--- src/rtl/core/cap_pkg.sv ---
// Shared types, constants and functions of the arc point generator.
package cap_pkg;

  localparam int MAX_POINTS_DEF    = 1024;
  localparam int CORDIC_STAGES_DEF = 16;
  localparam int ATAN_ENTRIES      = 24;

  localparam int IDX_W   = 10;
  localparam int CNT_W   = 11;
  localparam int ANG_W   = 18;
  localparam int RAD_W   = 24;
  localparam int COORD_W = 32;
  localparam int DATA_W  = 32;
  localparam int CFG_IDX_W = 3;

  localparam int DVD_W = 28;
  localparam int ZW    = 34;
  localparam int XW    = 33;
  localparam int PW    = RAD_W + 1 + XW;

  localparam logic [XW-1:0] INV_GAIN_Q30 = XW'(652032874);
  localparam logic signed [ZW-1:0] QUARTER_TURN = ZW'(64'sd1073741824);
  localparam logic signed [ZW-1:0] HALF_TURN    = ZW'(64'sd2147483648);

  typedef enum logic [CFG_IDX_W-1:0] {
    CFG_CENTER_X      = 3'd0,
    CFG_CENTER_Y      = 3'd1,
    CFG_CENTER_Z      = 3'd2,
    CFG_ARC_RADIUS    = 3'd3,
    CFG_HEIGHT_OFFSET = 3'd4,
    CFG_START_ANGLE   = 3'd5,
    CFG_END_ANGLE     = 3'd6,
    CFG_POINT_COUNT   = 3'd7
  } cfg_reg_t;

  typedef struct packed {
    logic neg;
    logic oor;
  } div_tag_t;

  typedef struct packed {
    logic flip;
    logic oor;
  } rot_tag_t;

  function automatic logic [31:0] atan_entry(input int i);
    logic [31:0] v;
    case (i)
      0: v = 32'd536870912;
      1: v = 32'd316933406;
      2: v = 32'd167458907;
      3: v = 32'd85004756;
      4: v = 32'd42667331;
      5: v = 32'd21354465;
      6: v = 32'd10679838;
      7: v = 32'd5340245;
      8: v = 32'd2670163;
      9: v = 32'd1335087;
      10: v = 32'd667544;
      11: v = 32'd333772;
      12: v = 32'd166886;
      13: v = 32'd83443;
      14: v = 32'd41722;
      15: v = 32'd20861;
      16: v = 32'd10430;
      17: v = 32'd5215;
      18: v = 32'd2608;
      19: v = 32'd1304;
      20: v = 32'd652;
      21: v = 32'd326;
      22: v = 32'd163;
      23: v = 32'd81;
      default: v = 32'd0;
    endcase
    return v;
  endfunction

  function automatic logic [COORD_W-1:0] sat34(input logic signed [33:0] v);
    logic [COORD_W-1:0] r;
    if ((v[33] == v[32]) && (v[32] == v[31])) begin
      r = v[31:0];
    end else if (v[33]) begin
      r = 32'h8000_0000;
    end else begin
      r = 32'h7FFF_FFFF;
    end
    return r;
  endfunction

endpackage

--- src/rtl/core/cap_divider.sv ---
// Pipelined restoring divider, one quotient bit per stage.
module cap_divider #(
  parameter int CW = 11,
  parameter int NW = 28
) (
  input  logic                 clk,
  input  logic                 rst_n,
  input  logic                 en,
  input  logic                 in_valid,
  input  logic [NW-1:0]        in_dvd,
  input  cap_pkg::div_tag_t    in_tag,
  input  logic [CW-1:0]        divisor,
  output logic                 out_valid,
  output logic [NW-1:0]        out_quo,
  output cap_pkg::div_tag_t    out_tag
);

  logic [CW-1:0]     rem_r [NW];
  logic [NW-1:0]     dq_r  [NW];
  logic              v_r   [NW];
  cap_pkg::div_tag_t tag_r [NW];

  for (genvar k = 0; k < NW; k++) begin : g_stage
    logic [CW-1:0]     prev_rem;
    logic [NW-1:0]     prev_dq;
    logic              prev_v;
    cap_pkg::div_tag_t prev_tag;
    logic [CW:0]       trial;
    logic              ge;
    logic [CW:0]       diff;
    logic [CW-1:0]     rem_nxt;
    logic [NW-1:0]     dq_nxt;

    if (k == 0) begin : g_first
      assign prev_rem = '0;
      assign prev_dq  = in_dvd;
      assign prev_v   = in_valid;
      assign prev_tag = in_tag;
    end else begin : g_next
      assign prev_rem = rem_r[k-1];
      assign prev_dq  = dq_r[k-1];
      assign prev_v   = v_r[k-1];
      assign prev_tag = tag_r[k-1];
    end

    assign trial   = {prev_rem, prev_dq[NW-1]};
    assign ge      = trial >= {1'b0, divisor};
    assign diff    = trial - {1'b0, divisor};
    assign rem_nxt = ge ? diff[CW-1:0] : trial[CW-1:0];
    assign dq_nxt  = {prev_dq[NW-2:0], ge};

    always_ff @(posedge clk) begin
      if (!rst_n) begin
        v_r[k] <= 1'b0;
      end else if (en) begin
        v_r[k] <= prev_v;
      end
      if (en) begin
        rem_r[k] <= rem_nxt;
        dq_r[k]  <= dq_nxt;
        tag_r[k] <= prev_tag;
      end
    end
  end

  assign out_valid = v_r[NW-1];
  assign out_quo   = dq_r[NW-1];
  assign out_tag   = tag_r[NW-1];

endmodule

--- config.mk ---
export PLATFORM = sky130hd
export DESIGN_NAME = cap_divider
export DESIGN_NICKNAME = d
export VERILOG_FILES = /design/src/rtl/core/cap_pkg.sv /design/src/rtl/core/cap_divider.sv
export SDC_FILE = /design/constraint.sdc
export NUM_CORES = 2
export LEC_CHECK = 0
export BUFFER_PORTS_ARGS = -buffer_cell sky130_fd_sc_hd__buf_4
export CAP_MARGIN = 25
export CORE_UTILIZATION = 30
export DETAILED_ROUTE_END_ITERATION = 10
export PLACE_DENSITY_LB_ADDON = 0.15
export RECOVER_POWER = 25
export SYNTH_ARGS = -nofsm -noshare
export SYNTH_HDL_FRONTEND = slang
export SYNTH_SLANG_ARGS = --single-unit
--- constraint.sdc ---
create_clock -name clk -period 3.81 [get_ports clk]
set_input_delay 0.762 -clock clk [delete_from_list [all_inputs] [get_ports clk]]
set_output_delay 0.762 -clock clk [all_outputs]
set_load 0.005 [all_outputs]
==> results.ini <==
[clock_network]
ctsHoldBuffers=0
cts_tree=yes
cts.sinks=1165
clk_pin_slew_ps=60
clockBufferDepth=3
h-tree-depth=4
cts_buffers=141
postCtsSetupRepairBufs=0
clk_latency_ps=780
cts_root_buf=clkbuf_16
cts_resized=0

[synthesis]
yosysMostFrequentCell=edfxtp_1
synthTopCellsByCount=edfxtp_1 (1164), ha_1 (299), nor2_1 (236)
yosysTopAreaCell=edfxtp_1
yosysWarnings=0
synth_area_leaders=edfxtp_1 (65%), ha_1 (7.0%), mux2_2 (4.4%)
seq_area_frac_synth_pct=65.29
synth_edf_count=1164
syn-cell-area_um2=53570
syn_area_per_cell_um2=14.87
synth.distinct_cells=69
ys_ff_latch=1165
synth_nets=3973
yosysTopAreaCellShare_pct=65.25
syn_inst=3603
synth_ff_type=edfxtp_1
async_flop_share_pct=0

[layout]
synthToLayoutAreaGrowth_pct=16.63
postLayoutCoreUtil_pct=35.36
instances_no_fill=6319
drive_gt1_share_pct=15.71
diodes=0
nNetsFinal=4239

[global_routing]
grt_pass1_wl_um=163600
antenna_found_initial=0
grt_pass1_vias=29500
grt_max_degree=91
track_usage_pct=11.45
overflow=0

[setup_path]
r2r_start=dq_r[18][27]
crit_path_start_kind=input pin
path_class=input pin to flip-flop
critPathCaptureType=flip-flop
critPathLaunch=divisor[0]
cp_max_fo=15
rr_endpoint=rem_r[19][7]
cp.required_ps=4320
arrival_ps=3260
reg2reg_slack_ps=1130
r2r_cells=8
cp-endpoint=rem_r[19][7]

[timing]
tightest_slew_ps=575.4
hold_viol=0
setup_slack_ps=1056
period_minus_slack_ps=2754
finalSetupTns_ps=0
finalSetupViolCount=0
slew_violations=0
rsz0062_at_grt=false
finClkSkew_ps=29.95
max_freq_mhz=363.1
slew_headroom_pct=61.64
fin_crit_sh_pct=72.28

[power_and_ir_drop]
power_leakage_nw=22.65
peakVddDrop_mv=0.5215
powerDensity_nw_per_um2=768.1

[placed_design]
dp_cells=6066
finalWeightedCongestion=0.7891
io_buffers=75
place_ws_ps=255.9
dp_hpwl_um=65420

[routing]
drtIter0Drc=1781
finalWirelength_um=103400
post_drt_wl_per_cell_um=16.37
first_pass_iters=6
ant_nets=0
routed-via-count=29670
routed_via_density=4.696
drc=0

[worst_hold_path]
worstHoldPathType=input pin to flip-flop

[floorplanning]
die_area_um2=180300
coreArea_um2=176700
dieHeight_um=424.6
rows=154
die_w_um=424.6
io_pins=76
initial_core_util_pct=30.32

[job]
maxCapViolations=0

[outcome]
status=finished clean

metal layers:
| metal | track usage, % | share of wire (%) | vias up |
|---|---|---|---|
| met3 | 2.232 | 3.3 | 168 |
| li1 | - | - | 14700 |
| met5 | 0 | 0 | - |
| met2 | 18.22 | 46 | 411 |
| met4 | 4.067 | 2.5 | 0 |
| met1 | 15.49 | 48 | 14400 |
worst min path at each step:
stage / from / endpoint / depth (start not counted)
finish: in_dvd[26] / dq_r[0][27] / 1
global route: in_dvd[25] / dq_r[0][26] / 1
CTS: in_dvd[25] / dq_r[0][26] / 1
detailed placement: dq_r[9][21] / dq_r[10][22] / 0
global placement: tag_r[3][0] / tag_r[3][2] / 0
floorplan: dq_r[9][9] / dq_r[10][10] / 0
cells by family after synthesis:
family	Yosys count	share of synthesized area (%)
AO/OA/AOI/OAI	669	8.609
XOR/XNOR	137	2.240
adder cells (fa/ha/maj)	325	7.955
buffers and inverters	197	1.731
flip-flops	1165	65.29
multiplexers	298	6.162
AND/OR/NAND/NOR	812	8.016
stage by stage:
stage	hold WS (ps)	instance area [um^2]	power (mW)
2_1_floorplan	400.3	53570	30.98
3_3_place_gp	400.3	57810	34.76
3_5_place_dp	404.5	57810	34.75
4_1_cts	64.44	62480	48.76
5_1_grt	118.4	62470	51.14
6_report	180.3	62470	47.98
flip-flops by register name, indices dropped and copies added (netlist names):
register  cells
tag_r        56
rem_r       297
dq_r        784
v_r          28
critical path: stages:
cell,delay (ps)
buf_4,220
buf_12,210
ha_1,240
fa_1,400
nand2b_1,180
a21oi_1,230
o2111ai_1,180
nand3_1,390
mux2_2,400
final cells by class:
class                   count  area, um^2
clock buffers             169        3719
clock inverters            84       953.4
fillers                 16870      114200
inverters                 154       578.1
multi-input cells        2241       17670
flip-flops and latches   1165       34970
well taps                2340        2928
repair buffers            166        1655
where the power goes:
| group | internal, mW | switching [mW] |
|---|---|---|
| clock network | 8.15 | 5.34 |
| logic | 7.91 | 8.13 |
| registers | 17.3 | 1.10 |
| total | 33.4 | 14.6 |
cells in the final DEF, fill, tap and decap left out, types with 17 or more instances in the layout:
cell and instances:
clkbuf_16 145, a211oi_1 55, clkinv_1 29, bufinv_16 17, clkbuf_1 25, o211ai_1 31, nor4_1 18, o2111ai_1 25
or3_1 24, nand3_1 85, buf_12 33, and4_1 55, inv_1 154, nor2b_1 68, and3_1 47, nor2_1 236
o21ai_0 108, a21oi_1 146, xnor2_1 114, edfxtp_1 1164, ha_1 299, xor2_1 23, nand2b_1 55, nor3_1 77
mux2_2 209, buf_4 104, nand4_1 20, fa_1 26, mux2i_1 77, o21a_1 133, a31o_2 24, clkbuf_4 28
a31oi_1 18, nand2_1 84, o31a_1 20
(Power assumes the default switching activity.)
