File: src/rtl/core/cap_pkg.sv
// Shared types, constants and functions of the arc point generator.
package cap_pkg;

  localparam int MAX_POINTS_DEF    = 1024;
  localparam int CORDIC_STAGES_DEF = 16;
  localparam int ATAN_ENTRIES      = 24;

  localparam int IDX_W   = 10;
  localparam int CNT_W   = 11;
  localparam int ANG_W   = 18;
  localparam int RAD_W   = 24;
  localparam int COORD_W = 32;
  localparam int DATA_W  = 32;
  localparam int CFG_IDX_W = 3;

  localparam int DVD_W = 28;
  localparam int ZW    = 34;
  localparam int XW    = 33;
  localparam int PW    = RAD_W + 1 + XW;

  localparam logic [XW-1:0] INV_GAIN_Q30 = XW'(652032874);
  localparam logic signed [ZW-1:0] QUARTER_TURN = ZW'(64'sd1073741824);
  localparam logic signed [ZW-1:0] HALF_TURN    = ZW'(64'sd2147483648);

  typedef enum logic [CFG_IDX_W-1:0] {
    CFG_CENTER_X      = 3'd0,
    CFG_CENTER_Y      = 3'd1,
    CFG_CENTER_Z      = 3'd2,
    CFG_ARC_RADIUS    = 3'd3,
    CFG_HEIGHT_OFFSET = 3'd4,
    CFG_START_ANGLE   = 3'd5,
    CFG_END_ANGLE     = 3'd6,
    CFG_POINT_COUNT   = 3'd7
  } cfg_reg_t;

  typedef struct packed {
    logic neg;
    logic oor;
  } div_tag_t;

  typedef struct packed {
    logic flip;
    logic oor;
  } rot_tag_t;

  function automatic logic [31:0] atan_entry(input int i);
    logic [31:0] v;
    case (i)
      0: v = 32'd536870912;
      1: v = 32'd316933406;
      2: v = 32'd167458907;
      3: v = 32'd85004756;
      4: v = 32'd42667331;
      5: v = 32'd21354465;
      6: v = 32'd10679838;
      7: v = 32'd5340245;
      8: v = 32'd2670163;
      9: v = 32'd1335087;
      10: v = 32'd667544;
      11: v = 32'd333772;
      12: v = 32'd166886;
      13: v = 32'd83443;
      14: v = 32'd41722;
      15: v = 32'd20861;
      16: v = 32'd10430;
      17: v = 32'd5215;
      18: v = 32'd2608;
      19: v = 32'd1304;
      20: v = 32'd652;
      21: v = 32'd326;
      22: v = 32'd163;
      23: v = 32'd81;
      default: v = 32'd0;
    endcase
    return v;
  endfunction

  function automatic logic [COORD_W-1:0] sat34(input logic signed [33:0] v);
    logic [COORD_W-1:0] r;
    if ((v[33] == v[32]) && (v[32] == v[31])) begin
      r = v[31:0];
    end else if (v[33]) begin
      r = 32'h8000_0000;
    end else begin
      r = 32'h7FFF_FFFF;
    end
    return r;
  endfunction

endpackage

File: src/rtl/core/cap_cordic.sv
// Unrolled rotation-mode CORDIC, one register stage per iteration.
module cap_cordic #(
  parameter int STAGES = 16
) (
  input  logic                           clk,
  input  logic                           rst_n,
  input  logic                           en,
  input  logic                           in_valid,
  input  logic signed [cap_pkg::ZW-1:0]  in_z,
  input  cap_pkg::rot_tag_t              in_tag,
  output logic                           out_valid,
  output logic signed [cap_pkg::XW-1:0]  out_x,
  output logic signed [cap_pkg::XW-1:0]  out_y,
  output cap_pkg::rot_tag_t              out_tag
);

  localparam int NS = (STAGES > cap_pkg::ATAN_ENTRIES) ? cap_pkg::ATAN_ENTRIES : STAGES;
  localparam int ZW = cap_pkg::ZW;
  localparam int XW = cap_pkg::XW;

  logic signed [XW-1:0] x_r [NS];
  logic signed [XW-1:0] y_r [NS];
  logic signed [ZW-1:0] z_r [NS];
  logic                 v_r [NS];
  cap_pkg::rot_tag_t    tag_r [NS];

  for (genvar i = 0; i < NS; i++) begin : g_stage
    localparam logic signed [ZW-1:0] ATAN = ZW'(cap_pkg::atan_entry(i));
    logic signed [XW-1:0] px, py, dx, dy, x_nxt, y_nxt;
    logic signed [ZW-1:0] pz, z_nxt;
    logic                 pv;
    cap_pkg::rot_tag_t    ptag;

    if (i == 0) begin : g_first
      assign px   = cap_pkg::INV_GAIN_Q30;
      assign py   = '0;
      assign pz   = in_z;
      assign pv   = in_valid;
      assign ptag = in_tag;
    end else begin : g_next
      assign px   = x_r[i-1];
      assign py   = y_r[i-1];
      assign pz   = z_r[i-1];
      assign pv   = v_r[i-1];
      assign ptag = tag_r[i-1];
    end

    assign dx = py >>> i;
    assign dy = px >>> i;

    always_comb begin
      if (!pz[ZW-1]) begin
        x_nxt = px - dx;
        y_nxt = py + dy;
        z_nxt = pz - ATAN;
      end else begin
        x_nxt = px + dx;
        y_nxt = py - dy;
        z_nxt = pz + ATAN;
      end
    end

    always_ff @(posedge clk) begin
      if (!rst_n) begin
        v_r[i] <= 1'b0;
      end else if (en) begin
        v_r[i] <= pv;
      end
      if (en) begin
        x_r[i]   <= x_nxt;
        y_r[i]   <= y_nxt;
        z_r[i]   <= z_nxt;
        tag_r[i] <= ptag;
      end
    end
  end

  assign out_valid = v_r[NS-1];
  assign out_x     = x_r[NS-1];
  assign out_y     = y_r[NS-1];
  assign out_tag   = tag_r[NS-1];

endmodule

File: config.mk
export PLATFORM = sky130hd
export DESIGN_NAME = cap_cordic
export DESIGN_NICKNAME = d
export VERILOG_FILES = /design/src/rtl/core/cap_pkg.sv /design/src/rtl/core/cap_cordic.sv
export SDC_FILE = /design/constraint.sdc
export NUM_CORES = 2
export LEC_CHECK = 0
export BUFFER_PORTS_ARGS = -buffer_cell sky130_fd_sc_hd__buf_2
export CELL_PAD_IN_SITES_DETAIL_PLACEMENT = 1
export CELL_PAD_IN_SITES_GLOBAL_PLACEMENT = 2
export CORE_MARGIN = 4
export CORE_UTILIZATION = 43
export CTS_BUF_LIST = sky130_fd_sc_hd__clkbuf_16
export DETAILED_ROUTE_END_ITERATION = 12
export PLACE_DENSITY_LB_ADDON = 0.2
export SLEW_MARGIN = 20
export SYNTH_ARGS = -nofsm -noshare
export SYNTH_HDL_FRONTEND = slang
export SYNTH_SLANG_ARGS = --single-unit
File: constraint.sdc
create_clock -name clk -period 5.7 [get_ports clk]
set_input_delay 1.71 -clock clk [delete_from_list [all_inputs] [get_ports clk]]
set_output_delay 1.71 -clock clk [all_outputs]
set_load 0.01 [all_outputs]
==> impl_metrics.toml <==
[cells_and_area]
drive_above_1_share_pct = 5.25
post-route-cell-area_um2 = 135000
nets = 14400
areaGrowthSynthToFinish_pct = 9.65

[setup_path]
worst-path-buf-inv = 1
cp-start-kind = "flop"
cp.required_ps = 6280
path_cells = "nor3_1 > nand2b_1 > or3_1 > nor4_1 > and2_1 > nor2_1 > xor2_1 > ha_1 > and3_1 > nand2_1 > a311oi_1 > nor3_1 > o31ai_1 > buf_4 > a211oi_1 > o41ai_1 > a21oi_1 > xnor2_1"
worstPathMaxFanout = 6
arrival_ps = 5800
crit_slowest_cell = "nor4_1"
endpoint_kind = "flop"
cpMostUsedCell = "nor3_1"
crit_type = "reg2reg"
crit_family = "simple AND/OR/NAND/NOR gates"
slowest_delay_ps = 510

[logic_synthesis]
ys.flop_type = "edfxtp_1"
synth_common_cells = "edfxtp_1, ha_1, a21oi_1"
synth_most_common_cell = "edfxtp_1"
yosys.area.top_type_share_pct = 36.4
synth-seq-cells = 1490
yosysSeqAreaShare_pct = 36.4
avgSynthCellArea_um2 = 9.72
synth_edf_count = 1489
async_reset_ff_share_pct = 0
ys_top_cells_by_area = "edfxtp_1, ha_1, xnor2_1"
yosysTopAreaCell = "edfxtp_1"
syn_nets = 14100
ys_types = 97
yosysWarnings = 0
netlist_area_um2 = 123000
syn-instance-count = 12600

[sta]
rsz0062_at_grt = "no"
relSlewSlack_pct = 29.5
max_freq_ghz = 0.191
timing.final.crit_share_pct = 91.6
hold_violations = 0
clock_skew_ps = 47.9
worst_pin_slew_ps = 1050
setup_viol = 0
report.final.slew_viol_count = 0
fin_crit_ps = 5220
setup_tns_ps = 0

[flow_run]
maxCapViolations = 0

[clock_tree]
tritoncts = "built"
ctsHoldBuffers = 0
cts-root-buf = "clkbuf_16"
cts_num_sinks = 1490
clock_latency_ps = 870
clock_tree.htree_level_count = 4
post_cts_resized = 0
cts_buffer_depth = 4
clk_pin_slew_ps = 60
cts_buffers = 183
cts_setup_buffers = 0

[die]
row_count = 195
die_area_um2 = 294000
start_util_pct = 43.3
core-area_um2 = 283000
die_h_um = 542
ioPinCount = 109
die_w_um = 542

[detailed_routing]
antenna_left = 0
wirelength_mm = 359
drtPass1Iterations = 7
drt_first_iter_violations = 4927
drc = 0
drt-vias-per-instance = 5.78
vias = 97000
wl_per_cell_um = 21.4

[global_routing]
antenna_found_initial = 3
globalRoute.totalOverflow = 0
grt_usage_pct = 23.8
grt_pass1_vias = 102000
grt_max_degree = 158
grt_pass1_wl_mm = 569

[hold_path]
hp-class = "reg2reg"

[place]
dpl.hpwl_mm = 288
placed_area_um2 = 129000
routabilityCongestion = 0.897
port_buffers = 108

[outcome]
status = "completed"
-- through the flow --
| step | worst slack [ps] | hold slack, ps | cells | util [%] |
|---|---|---|---|---|
| after floorplan | 1070 | 400 | 12600 | - |
| after global placement | 737 | 400 | 16400 | 45.4 |
| after CTS | 516 | 404 | 16800 | 47.5 |
| final | 476 | 412 | 16800 | 47.5 |
| after global routing | 81.6 | 424 | 16800 | 47.5 |
| after detailed placement | 550 | 406 | 16400 | 45.4 |
-- area by class of cell --
cell class                      instances  area (um2)
Tap cell                             3743        4680
Fill cell                           31800      149000
Sequential cell                      1490       44700
Multi-Input combinational cell      10400       75200
Clock inverter                        145        1380
Antenna cell                            4        10.0
Inverter                              572        2150
Timing Repair Buffer                  238        1760
Clock buffer                          186        4650
-- routing by layer --
metal	global-route usage, %	share of wire (%)	up-vias
met5	0	0	-
met4	6.78	3.1	0
met3	2.07	2.4	503
met2	42.9	50	1177
met1	30.2	44	47700
li1	-	-	47600
-- registers in the layout, indices dropped and copies added, names as in the netlist --
name   flops
y_r      496
z_r      476
x_r      470
tag_r     32
v_r       16
-- cells in the final DEF (no fill, tap or decap), drive strengths merged, types with 195 or more instances in the layout --
master / count
inv: 602
o21ai: 601
xnor2: 1179
nand2: 588
edfxtp: 1489
buf: 238
o21a: 195
nor2: 1092
xor2: 578
nor3: 337
a21o: 643
a21oi: 1316
ha: 1386
nand3: 227
-- cells by family (layout without fill, tap and decap cells) --
logic type               count (synthesis)  in the layout  synth area share [%]
AO/OA/AOI/OAI                         3799           3799                  19.7
AND/OR/NAND/NOR                       3274           3274                  13.0
XOR/XNOR                              1757           1757                  12.5
flip-flops                            1490           1490                  36.4
adder cells (fa/ha/maj)               1430           1430                  14.8
buffers and inverters                  746           1141                  2.28
multiplexers                           137            137                  1.18
other                                    0              4                     0
-- worst paths after layout --
check / startpoint / end / slack (ps) / cells after the start
worst max register to register: y_r[0][207] / x_r[0][262] / 480 / 18
worst max-delay path: y_r[0][207] / x_r[0][262] / 480 / 18
worst min register to register: z_r[0][68] / z_r[0][102] / 410 / 0
worst min-delay path: z_r[0][68] / z_r[0][102] / 410 / 0
Power is not shown: default switching activity piles up to over one toggle a cycle in this logic, so the estimate is an artifact.
